[config.mk]
export PLATFORM = sky130hd
export DESIGN_NAME = zip_local_header_parser_top
export DESIGN_NICKNAME = d
export VERILOG_FILES = /design/src/hw/rtl/zlhp_pkg.sv /design/src/hw/rtl/zlhp_parser.sv /design/src/hw/rtl/zlhp_out_reg.sv /design/src/hw/rtl/zip_local_header_parser_top.sv
export VERILOG_INCLUDE_DIRS = /design/src /design/src/hw/rtl
export SDC_FILE = /design/constraint.sdc
export NUM_CORES = 1
export LEC_CHECK = 0
export ABC_AREA = 0
export BUFFER_PORTS_ARGS = -buffer_cell sky130_fd_sc_hd__buf_2
export CORE_MARGIN = 2
export CORE_UTILIZATION = 25
export DETAILED_ROUTE_END_ITERATION = 8
export PLACE_DENSITY = 0.41
export SYNTH_ARGS = -nofsm -noshare
export SYNTH_HDL_FRONTEND = slang
export SYNTH_SLANG_ARGS = --single-unit
[constraint.sdc]
create_clock -name i_clk -period 8 [get_ports i_clk]
set_input_delay 0.4 -clock i_clk [delete_from_list [all_inputs] [get_ports i_clk]]
set_output_delay 0.4 -clock i_clk [all_outputs]
set_load 0.02 [all_outputs]
[src/hw/rtl/zip_local_header_parser_top_macros.svh]
// ----------------------------------------------------------------------------
// zip_local_header_parser_top_macros.svh
// Assertion macros used by the ZIP local header parser RTL.
// ----------------------------------------------------------------------------
`ifndef ZIP_LOCAL_HEADER_PARSER_TOP_MACROS_SVH
`define ZIP_LOCAL_HEADER_PARSER_TOP_MACROS_SVH

// same-cycle implication, checked out of reset
`define ZLHP_ASSERT_NOW(label, clk, rst_n, ante, cons, msg) \
    label: assert property (@(posedge clk) disable iff (!(rst_n)) \
        (ante) |-> (cons)) else $error(msg);

// next-cycle implication, checked out of reset
`define ZLHP_ASSERT_NEXT(label, clk, rst_n, ante, cons, msg) \
    label: assert property (@(posedge clk) disable iff (!(rst_n)) \
        (ante) |=> (cons)) else $error(msg);

`endif

[src/hw/rtl/zlhp_pkg.sv]
// ----------------------------------------------------------------------------
// zlhp_pkg
// Types and constants of the ZIP local header parser.
// ----------------------------------------------------------------------------
package zlhp_pkg;

    localparam logic [31:0] LOC_SIGNATURE  = 32'h0403_4b50;
    localparam logic [31:0] DESC_SIGNATURE = 32'h0807_4b50;
    localparam logic [7:0]  PREFIX_MARK    = 8'h30;
    localparam logic [31:0] PREFIX_SKIP    = 32'd124;
    localparam logic [4:0]  SIG_LAST       = 5'd3;
    localparam logic [4:0]  DESC_LAST      = 5'd19;
    localparam logic [4:0]  HDR_FLAGS      = 5'd3;
    localparam logic [4:0]  HDR_METHOD     = 5'd5;
    localparam logic [4:0]  HDR_PACKED     = 5'd17;
    localparam logic [4:0]  HDR_PLAIN      = 5'd21;
    localparam logic [4:0]  HDR_NAME_LEN   = 5'd23;
    localparam logic [4:0]  HDR_EXTRA_LEN  = 5'd25;
    localparam logic [15:0] METHOD_MAX     = 16'd8;
    localparam logic [15:0] METHOD_IMPLODE = 16'd6;
    localparam logic [15:0] METHOD_RSVD    = 16'd7;
    localparam logic [7:0]  CHAR_SLASH     = 8'h2f;
    localparam logic [7:0]  CHAR_BSLASH    = 8'h5c;

    localparam logic [3:0] CODE_IMPLODE_NOLIT4 = 4'd6;
    localparam logic [3:0] CODE_IMPLODE_NOLIT8 = 4'd7;
    localparam logic [3:0] CODE_IMPLODE_LIT4   = 4'd8;
    localparam logic [3:0] CODE_IMPLODE_LIT8   = 4'd9;
    localparam logic [3:0] CODE_RESERVED       = 4'd10;
    localparam logic [3:0] CODE_DEFLATED       = 4'd11;

    localparam logic CFG_STREAM_MODE = 1'b0;
    localparam logic CFG_BASE_OFFSET = 1'b1;

    localparam int TDATA_W = 128;

    typedef enum logic [2:0] {
        PH_SIG,
        PH_DESC,
        PH_PREFIX,
        PH_HDR,
        PH_NAME,
        PH_EXTRA,
        PH_DATA
    } t_phase;

    typedef enum logic [1:0] {
        KIND_ENTRY,
        KIND_DATA,
        KIND_STOP
    } t_kind;

    typedef enum logic [1:0] {
        STOP_BAD_SIG,
        STOP_METHOD,
        STOP_NAME_LONG,
        STOP_STREAM_END
    } t_stop;

    typedef struct packed {
        t_kind       kind;
        logic [3:0]  method_code;
        logic [31:0] packed_size;
        logic [31:0] plain_size;
        logic [12:0] name_length;
        logic [31:0] data_offset;
        logic [7:0]  data_byte;
        logic        last_data;
        t_stop       stop_reason;
    } t_result;

endpackage

[src/hw/rtl/zlhp_parser.sv]
// ----------------------------------------------------------------------------
// zlhp_parser
// Header state machine: consumes one archive byte per accepted word and
// forms at most one result word in the same cycle.
// ----------------------------------------------------------------------------
`include "zip_local_header_parser_top_macros.svh"

module zlhp_parser #(
    parameter int NAME_LIMIT = 8192
) (
    input  logic               i_clk,
    input  logic               i_rst_n,
    input  logic               i_cfg_wen,
    input  logic               i_cfg_addr,
    input  logic [31:0]        i_cfg_data,
    input  logic               i_valid,
    input  logic [7:0]         i_byte,
    input  logic               i_end,
    output logic               o_res_valid,
    output zlhp_pkg::t_result  o_res
);

    localparam int NAME_W = $clog2(NAME_LIMIT);

    zlhp_pkg::t_phase    r_phase, n_phase;
    logic [4:0]          r_count, n_count;
    logic [31:0]         r_shift, n_shift;
    logic [1:0]          r_flags, n_flags;
    logic [3:0]          r_method, n_method;
    logic [31:0]         r_packed, n_packed;
    logic [31:0]         r_plain, n_plain;
    logic [NAME_W-1:0]   r_name_len, n_name_len;
    logic [15:0]         r_extra, n_extra;
    logic [31:0]         r_remaining, n_remaining;
    logic [31:0]         r_pos, n_pos;
    logic                r_prefix_ok, n_prefix_ok;
    logic                r_halted, n_halted;
    logic                r_stream_mode;
    logic [31:0]         r_base_offset;

    logic [31:0]         sh;
    logic                do_finish;
    logic                do_after;
    logic                is_dir;
    logic [15:0]         fin_extra;

    function automatic logic [3:0] map_method(input logic [15:0] m, input logic [1:0] fl);
        logic [3:0] code;
        if (m <= 16'd5) begin
            code = m[3:0];
        end else if (m == zlhp_pkg::METHOD_IMPLODE) begin
            case (fl)
                2'b00:   code = zlhp_pkg::CODE_IMPLODE_NOLIT4;
                2'b01:   code = zlhp_pkg::CODE_IMPLODE_NOLIT8;
                2'b10:   code = zlhp_pkg::CODE_IMPLODE_LIT4;
                default: code = zlhp_pkg::CODE_IMPLODE_LIT8;
            endcase
        end else if (m == zlhp_pkg::METHOD_RSVD) begin
            code = zlhp_pkg::CODE_RESERVED;
        end else begin
            code = zlhp_pkg::CODE_DEFLATED;
        end
        return code;
    endfunction

    always_ff @(posedge i_clk) begin
        if (!i_rst_n) begin
            r_stream_mode <= 1'b0;
            r_base_offset <= '0;
        end else if (i_cfg_wen) begin
            case (i_cfg_addr)
                zlhp_pkg::CFG_STREAM_MODE: r_stream_mode <= i_cfg_data[0];
                zlhp_pkg::CFG_BASE_OFFSET: r_base_offset <= i_cfg_data;
                default:                   r_stream_mode <= r_stream_mode;
            endcase
        end
    end

    always_ff @(posedge i_clk) begin
        if (!i_rst_n) begin
            r_phase     <= zlhp_pkg::PH_SIG;
            r_count     <= '0;
            r_shift     <= '0;
            r_flags     <= '0;
            r_method    <= '0;
            r_packed    <= '0;
            r_plain     <= '0;
            r_name_len  <= '0;
            r_extra     <= '0;
            r_remaining <= '0;
            r_pos       <= '0;
            r_prefix_ok <= 1'b1;
            r_halted    <= 1'b0;
        end else begin
            r_phase     <= n_phase;
            r_count     <= n_count;
            r_shift     <= n_shift;
            r_flags     <= n_flags;
            r_method    <= n_method;
            r_packed    <= n_packed;
            r_plain     <= n_plain;
            r_name_len  <= n_name_len;
            r_extra     <= n_extra;
            r_remaining <= n_remaining;
            r_pos       <= n_pos;
            r_prefix_ok <= n_prefix_ok;
            r_halted    <= n_halted;
        end
    end

    always_comb begin
        n_phase     = r_phase;
        n_count     = r_count;
        n_shift     = r_shift;
        n_flags     = r_flags;
        n_method    = r_method;
        n_packed    = r_packed;
        n_plain     = r_plain;
        n_name_len  = r_name_len;
        n_extra     = r_extra;
        n_remaining = r_remaining;
        n_pos       = r_pos;
        n_prefix_ok = r_prefix_ok;
        n_halted    = r_halted;
        o_res_valid = 1'b0;
        o_res       = '0;
        do_finish   = 1'b0;
        do_after    = 1'b0;
        fin_extra   = r_extra;
        sh          = {i_byte, r_shift[31:8]};
        is_dir      = (r_packed == 32'd0) && (r_name_len != '0) &&
                      ((i_byte == zlhp_pkg::CHAR_SLASH) || (i_byte == zlhp_pkg::CHAR_BSLASH));

        if (i_valid && !r_halted) begin
            if (i_end) begin
                n_halted          = 1'b1;
                o_res_valid       = 1'b1;
                o_res.kind        = zlhp_pkg::KIND_STOP;
                o_res.stop_reason = zlhp_pkg::STOP_STREAM_END;
            end else begin
                n_pos   = r_pos + 32'd1;
                n_shift = sh;
                case (r_phase)
                    zlhp_pkg::PH_SIG: begin
                        if (r_count != zlhp_pkg::SIG_LAST) begin
                            n_count = r_count + 5'd1;
                        end else begin
                            n_count = '0;
                            if (sh == zlhp_pkg::DESC_SIGNATURE) begin
                                n_phase = zlhp_pkg::PH_DESC;
                            end else if (r_prefix_ok && sh[7:0] == zlhp_pkg::PREFIX_MARK) begin
                                n_prefix_ok = 1'b0;
                                n_phase     = zlhp_pkg::PH_PREFIX;
                                n_remaining = zlhp_pkg::PREFIX_SKIP;
                            end else if (sh != zlhp_pkg::LOC_SIGNATURE) begin
                                n_halted          = 1'b1;
                                o_res_valid       = 1'b1;
                                o_res.kind        = zlhp_pkg::KIND_STOP;
                                o_res.stop_reason = zlhp_pkg::STOP_BAD_SIG;
                            end else begin
                                n_phase = zlhp_pkg::PH_HDR;
                            end
                        end
                    end
                    zlhp_pkg::PH_DESC: begin
                        if (r_count != zlhp_pkg::DESC_LAST) begin
                            n_count = r_count + 5'd1;
                        end else begin
                            n_count = '0;
                            if (sh != zlhp_pkg::LOC_SIGNATURE) begin
                                n_halted          = 1'b1;
                                o_res_valid       = 1'b1;
                                o_res.kind        = zlhp_pkg::KIND_STOP;
                                o_res.stop_reason = zlhp_pkg::STOP_BAD_SIG;
                            end else begin
                                n_phase = zlhp_pkg::PH_HDR;
                            end
                        end
                    end
                    zlhp_pkg::PH_PREFIX: begin
                        n_remaining = r_remaining - 32'd1;
                        if (r_remaining == 32'd1) begin
                            n_phase = zlhp_pkg::PH_SIG;
                            n_count = '0;
                            n_shift = '0;
                        end
                    end
                    zlhp_pkg::PH_HDR: begin
                        n_count = r_count + 5'd1;
                        if (r_count == zlhp_pkg::HDR_FLAGS) begin
                            n_flags = sh[18:17];
                        end else if (r_count == zlhp_pkg::HDR_METHOD) begin
                            if (sh[31:16] > zlhp_pkg::METHOD_MAX) begin
                                n_halted          = 1'b1;
                                o_res_valid       = 1'b1;
                                o_res.kind        = zlhp_pkg::KIND_STOP;
                                o_res.stop_reason = zlhp_pkg::STOP_METHOD;
                            end else begin
                                n_method = map_method(sh[31:16], r_flags);
                            end
                        end else if (r_count == zlhp_pkg::HDR_PACKED) begin
                            n_packed = sh;
                        end else if (r_count == zlhp_pkg::HDR_PLAIN) begin
                            n_plain = sh;
                        end else if (r_count == zlhp_pkg::HDR_NAME_LEN) begin
                            if ({1'b0, sh[31:16]} >= 17'(NAME_LIMIT - 1)) begin
                                n_halted          = 1'b1;
                                o_res_valid       = 1'b1;
                                o_res.kind        = zlhp_pkg::KIND_STOP;
                                o_res.stop_reason = zlhp_pkg::STOP_NAME_LONG;
                            end else begin
                                n_name_len = sh[16 +: NAME_W];
                            end
                        end else if (r_count >= zlhp_pkg::HDR_EXTRA_LEN) begin
                            n_extra   = sh[31:16];
                            fin_extra = sh[31:16];
                            n_count   = '0;
                            if (r_name_len == '0) begin
                                do_finish = 1'b1;
                            end else begin
                                n_phase     = zlhp_pkg::PH_NAME;
                                n_remaining = 32'(r_name_len);
                            end
                        end
                    end
                    zlhp_pkg::PH_NAME: begin
                        n_remaining = r_remaining - 32'd1;
                        if (r_remaining == 32'd1) begin
                            do_finish = 1'b1;
                        end
                    end
                    zlhp_pkg::PH_EXTRA: begin
                        n_remaining = r_remaining - 32'd1;
                        if (r_remaining == 32'd1) begin
                            do_after = 1'b1;
                        end
                    end
                    zlhp_pkg::PH_DATA: begin
                        n_remaining = r_remaining - 32'd1;
                        if (r_remaining == 32'd1) begin
                            n_phase = zlhp_pkg::PH_SIG;
                            n_count = '0;
                            n_shift = '0;
                        end
                        if (r_stream_mode) begin
                            o_res_valid     = 1'b1;
                            o_res.kind      = zlhp_pkg::KIND_DATA;
                            o_res.data_byte = i_byte;
                            o_res.last_data = (r_remaining == 32'd1);
                        end
                    end
                    default: begin
                        n_phase = zlhp_pkg::PH_SIG;
                        n_count = '0;
                        n_shift = '0;
                    end
                endcase

                if (do_finish) begin
                    // directory entries with no data pass silently
                    if (!is_dir || r_phase != zlhp_pkg::PH_NAME) begin
                        o_res_valid       = 1'b1;
                        o_res.kind        = zlhp_pkg::KIND_ENTRY;
                        o_res.method_code = r_method;
                        o_res.packed_size = r_packed;
                        o_res.plain_size  = r_plain;
                        o_res.name_length = 13'(r_name_len);
                        o_res.data_offset = r_base_offset + n_pos + 32'(fin_extra);
                        n_prefix_ok       = 1'b0;
                    end
                    if (fin_extra != 16'd0) begin
                        n_phase     = zlhp_pkg::PH_EXTRA;
                        n_remaining = 32'(fin_extra);
                    end else begin
                        do_after = 1'b1;
                    end
                end

                if (do_after) begin
                    if (r_packed == 32'd0) begin
                        n_phase = zlhp_pkg::PH_SIG;
                        n_count = '0;
                        n_shift = '0;
                    end else begin
                        n_phase     = zlhp_pkg::PH_DATA;
                        n_remaining = r_packed;
                    end
                end
            end
        end
    end

    `ZLHP_ASSERT_NEXT(a_halt_sticky, i_clk, i_rst_n, r_halted, r_halted, "halt flag cleared")
    `ZLHP_ASSERT_NOW(a_no_result_halted, i_clk, i_rst_n, r_halted, !o_res_valid, "result while halted")
    `ZLHP_ASSERT_NEXT(a_stop_halts, i_clk, i_rst_n, o_res_valid && o_res.kind == zlhp_pkg::KIND_STOP, r_halted, "stop without halt")
    `ZLHP_ASSERT_NOW(a_count_nonzero, i_clk, i_rst_n, r_phase == zlhp_pkg::PH_PREFIX || r_phase == zlhp_pkg::PH_NAME || r_phase == zlhp_pkg::PH_EXTRA || r_phase == zlhp_pkg::PH_DATA, r_remaining != 32'd0, "byte counter empty in counted phase")

endmodule

[src/hw/rtl/zlhp_out_reg.sv]
// ----------------------------------------------------------------------------
// zlhp_out_reg
// Result register: holds one result word until the sink takes it and lets
// a new word load in the same cycle the old one leaves.
// ----------------------------------------------------------------------------
module zlhp_out_reg (
    input  logic               i_clk,
    input  logic               i_rst_n,
    input  logic               i_load,
    input  logic               i_res_valid,
    input  zlhp_pkg::t_result  i_res,
    input  logic               i_out_ready,
    output logic               o_in_ready,
    output logic               o_out_valid,
    output zlhp_pkg::t_result  o_res
);

    logic               r_valid, n_valid;
    zlhp_pkg::t_result  r_res, n_res;

    assign o_in_ready  = !r_valid || i_out_ready;
    assign o_out_valid = r_valid;
    assign o_res       = r_res;

    always_comb begin
        n_valid = r_valid;
        n_res   = r_res;
        if (r_valid && i_out_ready) begin
            n_valid = 1'b0;
        end
        if (i_load && i_res_valid) begin
            n_valid = 1'b1;
            n_res   = i_res;
        end
    end

    always_ff @(posedge i_clk) begin
        if (!i_rst_n) begin
            r_valid <= 1'b0;
        end else begin
            r_valid <= n_valid;
        end
    end

    always_ff @(posedge i_clk) begin
        r_res <= n_res;
    end

endmodule

[src/hw/rtl/zip_local_header_parser_top.sv]
// ----------------------------------------------------------------------------
// zip_local_header_parser_top
// ZIP local header parser: one archive byte in, entry, data and stop words out.
// ----------------------------------------------------------------------------
// Takes one archive byte per cycle and never stalls on its own: a byte is
// taken whenever the result register is empty or being drained, so the rate
// is one byte per clock while m_axis_tready stays high. A result appears in the
// cycle after the byte that causes it, from a single result register. Entry
// words come at the last name byte (last header byte if no name), data words
// per member byte in stream mode, a stop word on error or stream end; input
// is then discarded until reset. No memory, no clearing pass after reset.
// ----------------------------------------------------------------------------
module zip_local_header_parser_top #(
    parameter int NAME_LIMIT = 8192
) (
    input  logic                          i_clk,
    input  logic                          i_rst_n,
    input  logic                          i_cfg_wen,
    input  logic                          i_cfg_addr,
    input  logic [31:0]                   i_cfg_data,
    input  logic                          s_axis_tvalid,
    output logic                          s_axis_tready,
    input  logic [7:0]                    s_axis_tdata,  // stream_byte
    input  logic                          s_axis_tuser,  // stream_end
    output logic                          m_axis_tvalid,
    input  logic                          m_axis_tready,
    // method_code, packed_size, plain_size, name_length, data_offset,
    // data_byte, stop_reason, zero fill
    output logic [zlhp_pkg::TDATA_W-1:0]  m_axis_tdata,
    output logic [1:0]                    m_axis_tuser,  // kind
    output logic                          m_axis_tlast   // last_data
);

    logic               accept;
    logic               res_valid;
    zlhp_pkg::t_result  res;
    zlhp_pkg::t_result  out_res;

    assign accept = s_axis_tvalid && s_axis_tready;

    zlhp_parser #(
        .NAME_LIMIT (NAME_LIMIT)
    ) u_parser (
        .i_clk       (i_clk),
        .i_rst_n     (i_rst_n),
        .i_cfg_wen   (i_cfg_wen),
        .i_cfg_addr  (i_cfg_addr),
        .i_cfg_data  (i_cfg_data),
        .i_valid     (accept),
        .i_byte      (s_axis_tdata),
        .i_end       (s_axis_tuser),
        .o_res_valid (res_valid),
        .o_res       (res)
    );

    zlhp_out_reg u_out_reg (
        .i_clk       (i_clk),
        .i_rst_n     (i_rst_n),
        .i_load      (accept),
        .i_res_valid (res_valid),
        .i_res       (res),
        .i_out_ready (m_axis_tready),
        .o_in_ready  (s_axis_tready),
        .o_out_valid (m_axis_tvalid),
        .o_res       (out_res)
    );

    assign m_axis_tdata = {5'd0, out_res.stop_reason, out_res.data_byte, out_res.data_offset,
                           out_res.name_length, out_res.plain_size, out_res.packed_size,
                           out_res.method_code};
    assign m_axis_tuser = out_res.kind;
    assign m_axis_tlast = out_res.last_data;

endmodule

-- Word level (Yosys, flattened, before mapping)
Index checks and enable logic that the tools add are counted.
- equality and inequality tests: 34
- bitwise logic cells: 13
- muxes and demuxes: 140
- magnitude comparators: 4
- reduce and logical (&&, ||, !) cells: 37
- add/subtract/negate cells: 5
- operator list (operator ; number):
    $mux 32 ; 17
    $mux 115 ; 2
    $mux 16 ; 9
    $pmux 32 s3 ; 1
    $pmux 32 s2 ; 1
    $mux 1 ; 56
    $mux 5 ; 11
    $mux 3 ; 17
    $mux 2 ; 17
    $add 32x1->32 const B ; 1
    $add 32x16->32 ; 1
    $add 32x32->32 ; 1
    $eq 16x3->1 const B ; 2
    $eq 32x1->1 const B ; 1
    $eq 32x28->1 const B ; 1
    $logic_not 32->1 ; 1
    $ne 32x27->1 const B ; 1
    $sub 32x1->32 const B ; 1
    $pmux 5 s5 ; 1
    $ne 3x3->1 const B ; 6
    $eq 8x6->1 const B ; 2
    $ge 16x13->1 const B ; 1
    $gt 16x4->1 const B ; 1
    $le 16x3->1 const B ; 1
    other kinds (43) ; 80
- logic and storage cells: 259
- flip-flop bits (word level): 365
- input port bits: 47
- output and inout port bits: 133

-- Longest topological paths before layout
- word-level depth: 16
- depth in mapped cells: 20
- depth with buffers taken out: 20

-- Modules after synthesis
Synthesis repeated with hierarchy kept, for this count alone.
- cell total of the unflattened synthesis: 1977
- area, all modules: 17860.9 µm²
- by module, submodules not included (module ; instances ; cells an instance ; area each (µm²)):
    zlhp_parser ; 1 ; 1839 ; 13977.2
    zlhp_out_reg ; 1 ; 131 ; 3836.2
    zip_local_header_parser_top ; 1 ; 7 ; 47.5

-- Least setup slack after synthesis
Ideal clock, no wire load.
- path kind: flip-flop to flip-flop
- start: register u_parser.r_count[0]
- end: register u_out_reg.r_res (netlist bit u_out_reg.o_res[0]) (enable)
- setup slack: -0.830 ns
- library setup time: 0.688 ns
- stages on the path, launching flop included: 8
- arrival time: 8.143 ns
- cells stage by stage: dfxtp_1 > ha_1 > nor3b_1 > nand2b_1 > nor4_1 > a21oi_1 > o211a_1 > a31oi_1
- cells in the longest elaborated chain, start to end: 14
- elaborated cells on any way between the ends: 30
- ends and longest elaborated chain (item ; RTL line ; text):
    start: declaration ; zlhp_parser.sv:26 ; logic [4:0] r_count, n_count;
    start signal: assignment ; zlhp_parser.sv:96 ; r_count <= n_count;
    $ge 5x5->1 ; zlhp_parser.sv:214 ; end else if (r_count >= zlhp_pkg::HDR_EXTRA_LEN) begin
    $mux 1 ; zlhp_parser.sv:214 ;
    $mux 1 ; zlhp_parser.sv:205 ; end else if (r_count == zlhp_pkg::HDR_NAME_LEN) begin
    $mux 1 ; zlhp_parser.sv:203 ; end else if (r_count == zlhp_pkg::HDR_PLAIN) begin
    $mux 1 ; zlhp_parser.sv:201 ; end else if (r_count == zlhp_pkg::HDR_PACKED) begin
    $mux 1 ; zlhp_parser.sv:192 ; end else if (r_count == zlhp_pkg::HDR_METHOD) begin
    $mux 1 ; zlhp_parser.sv:190 ; if (r_count == zlhp_pkg::HDR_FLAGS) begin
    $pmux 1 s2 ; zlhp_parser.sv:143 ; case (r_phase)
    $mux 1 ; zlhp_parser.sv:135 ; if (i_end) begin
    $mux 1 ; zlhp_parser.sv:134 ; if (i_valid && !r_halted) begin
    $mux 1 * ; zlhp_parser.sv:259 ; if (do_finish) begin
    $mux 1 * ; zlhp_parser.sv:135 ;
    $mux 1 * ; zlhp_parser.sv:134 ;
    $logic_and 1x1->1 * ; zlhp_out_reg.sv:31 ; if (i_load && i_res_valid) begin
    end signal: assignment ; zlhp_out_reg.sv:46 ; r_res <= n_res;
    end: declaration ; zlhp_out_reg.sv:19 ; zlhp_pkg::t_result r_res, n_res;
Mark *: on every way between the ends. The rest lies on a longest branch, timed or not. The select of a mux whose other input is x is not followed.
A chain may end at the register's enable or synchronous reset.

-- Worst setup path after layout
- start: register u_parser.r_phase[0]
- end: register u_out_reg.r_res (netlist bit u_out_reg.o_res[26]), data pin
- cells in the longest elaborated chain, start to end: 6
- elaborated cells on any way between the ends: 14
- ends and longest elaborated chain (item ; RTL line ; text):
    start: declaration ; zlhp_parser.sv:25 ; zlhp_pkg::t_phase r_phase, n_phase;
    start signal: assignment ; zlhp_parser.sv:81 ; r_phase <= zlhp_pkg::PH_SIG;
    start signal: assignment ; zlhp_parser.sv:95 ; r_phase <= n_phase;
    branches (longest 6 deep; another with $add 32x16->32) ; n/a ;
Several ways; the timed one is not identified. The select of a mux whose other input is x is not followed.

==> flow_summary.toml <==
[final_layout]
fin_util = 0.2973
fill_cells = 7548
drive_gt1_frac = 0.1375
area.growth.synth_to_final_pct = 17.35
multi_input_area_um2 = 8630
final-seq-area_um2 = 8408
nets = 2201
fin_cells = 3066
fin_area_um2 = 20850

[power]
switchingPower_mw = 1.121
seq_power_share = 0.462
switching_share = 0.2638
p_leak_nw = 8.024
comb_power_share = 0.088
power.density_nw_per_um2 = 203.9
clockPowerShare = 0.450
p_int_mw = 3.130
p_total_mw = 4.251
peakVddDrop_mv = 0.1207

[yosys]
synth-edff-count = 126
yosysTopAreaCellShare = 0.2602
synth_top_area_cell = "dfxtp_1"
ys_seq_elements = 357
syn_inst = 1971
synthDistinctLibCells = 79
netlist_area_um2 = 17770
synthTopCellsByCount = "nand2_1 (292), dfxtp_1 (231), a21oi_1 (199), nor2_1 (172), edfxtp_1 (126)"
synthTopCellsByArea = "dfxtp_1 (26%), edfxtp_1 (21%), nand2_1 (6.2%)"
synth_warnings = 0
async_flop_share = 0
synthFlopType = "dfxtp_1"
ys_seq_area_frac = 0.4732
yosysMostFrequentCell = "nand2_1"
syn_avg_cell_area_um2 = 9.015

[drt]
drtIter0Drc = 862
routedWlPerCell_um = 19.78
firstDrtPassIters = 5
num_vias = 14610
wirelength_mm = 60.65
viasPerCell = 4.766
post-route-drc-count = 0
detail-route-antenna-nets = 0

[clocking]
ctsHoldBuffers = 0
clock-sinks = 357
cts_setup_buffers = 0
htreeDepth = 2
clk_pin_slew_worst_paths_ps = 50
cts_resized = 0
insertion_delay_ps = 590
root_buffer = "clkbuf_16"
cts_buffer_depth = 3
cts_buffers = 45
tritoncts = "built"

[job]
drv_cap = 0

[setup_path]
max_stage_delay_ps = 880
r2r_end = "u_out_reg.o_res[26]"
reg2reg_setup_slack_ps = 2390
path_depth = 16
cp-start-kind = "register"
arrival_ps = 5930
worstRegToRegCells = 16
cp_num_buf_inv = 1
end_kind = "register"
r2r-start = "u_parser.r_phase[0]"
crit_start = "u_parser.r_phase[0]"
worstPathRequired_ps = 8330
crit_path_end = "u_out_reg.o_res[26]"
crit_chain = "nand3b_1 > or3_1 > mux2i_1 > fa_1 > inv_1 > ha_1 > fa_1 > a21o_1 > nand4_1 > a21oi_1 > o21a_1 > o21ai_0 > a21oi_1 > a31oi_1 > xor2_1 > nor2_1"
cp_max_fo = 18
critPathKind = "register to register"
cp_slowest_cell = "or3_1"
cp_top_family = "simple AND/OR/NAND/NOR gates"

[run_status]
status = "completed"

[timing]
whs_ps = 52.04
slew_viol_final = 0
period_needed_ps = 5606
tns_ps = 0
setup_slack_ps = 2394
tightestPinTransition_ps = 1219
clock_skew_ps = 16.29
setup_viol = 0
fin_crit_sh = 0.7007
rsz0062_at_grt = "no"
hold_viol_final = 0
relSlewSlack = 0.1873
fmax_mhz = 178.4

[global_route]
antenna_found_initial = 1
grt_pass1_vias = 14350
grt_use_met2 = 0.2695
grt_pass1_wl_mm = 91.51
grt_max_degree = 127
grt_util_met1 = 0.2125
grtUsageMet3 = 0.02237
grt_use_total = 0.1616
busiest_layer = "met2"
overflow = 0

[floorplan]
dieHeight_um = 270.6
die_w_um = 270.6
rows = 97
dieArea_um2 = 73230
ios = 180
initial_core_util = 0.2533
coreArea_um2 = 70150

[placement]
place.port_buffers = 174
gp_congestion = 0.8698
dpl_cell_area_um2 = 19480
post-place-ws_ps = 2468
place_inst = 2980
dp_hpwl_mm = 43.64

[worst_hold_path]
hold_path.class = "input port to register"
tightest hold or removal path, delay by kind of cell:
family	cells	cell delay, ps
buf+inv	1	100
simple gates	1	40
compound gates	1	50
layer usage:
layer,routed length [µm],up-vias
met1,27540,6997
li1,-,7147
met2,28390,381
met4,1978,2
met5,13,-
met3,2727,86
cell type report:
class,count,share of cell area
clock buffers,65,0.06006
diodes,3,0.0003600
repair buffers,192,0.04884
well taps,940,0.05640
clock inverters,18,0.005460
multi-input cells,1426,0.4138
flip-flops and latches,357,0.4032
inverters,65,0.01182
power groups by stage:
stage,logic [mW],clock network (mW),registers (mW)
detailed placement,0.377,0,2.00
CTS,0.378,1.98,1.96
global placement,0.376,0,2.00
floorplan,0.222,0,2.02
global route,0.412,2.05,1.97
finish,0.373,1.91,1.96
flip-flops by register name, indices dropped and copies added, names as in the netlist:
register,flops
u_parser.r_base_offset,32
u_parser.r_remaining,32
u_parser.r_count,5
u_parser.r_halted,1
u_parser.r_packed,32
u_parser.r_shift,24
u_parser.r_method,4
u_parser.r_extra,16
u_parser.r_phase,3
u_out_reg.o_out_valid,1
u_parser.r_name_len,13
u_parser.r_stream_mode,1
u_parser.r_plain,32
u_parser.r_flags,2
u_parser.r_prefix_ok,1
u_out_reg.o_res,126
u_parser.r_pos,32
how the worst min path moves through the flow:
stage                            endpoint  depth (start not counted)                  from  slack [ps]
6_report       u_parser.r_base_offset[12]                          3        i_cfg_data[12]          50
5_1_grt        u_parser.r_base_offset[12]                          3        i_cfg_data[12]          30
4_1_cts        u_parser.r_base_offset[12]                          3        i_cfg_data[12]          20
3_5_place_dp         u_parser.r_plain[23]                          2  u_parser.r_plain[23]         440
3_3_place_gp         u_parser.r_plain[27]                          2  u_parser.r_plain[27]         440
2_1_floorplan        u_parser.r_method[0]                          2  u_parser.r_method[0]         430
placed cells by master (no fill, tap or decap), types with 24 or more instances in the layout:
cell type and count:
xnor2_1 39, buf_2 174, nor4_1 26, a21oi_1 199
a211oi_1 27, dfxtp_1 231, inv_1 64, ha_1 50
a22o_1 24, xor2_1 43, nand2_1 292, clkbuf_16 46
nor2_1 169, mux2i_1 33, nor3_1 47, edfxtp_1 126
nand3_1 47, o21ai_0 66, and2_1 96
logic make-up (layout without fill, tap and decap cells):
family / count (synthesis) / in the layout / share of synthesized area
compound gates: 443 / 443 / 0.1558
xor+xnor: 82 / 82 / 0.04042
fa+ha+maj: 67 / 67 / 0.05436
buf+inv: 192 / 340 / 0.04422
flops: 357 / 357 / 0.4732
mux: 34 / 34 / 0.01922
other cells: 1 / 8 / 0.0002110
simple gates: 795 / 795 / 0.2126
No activity file was read; power rests on OpenSTA's default activity.
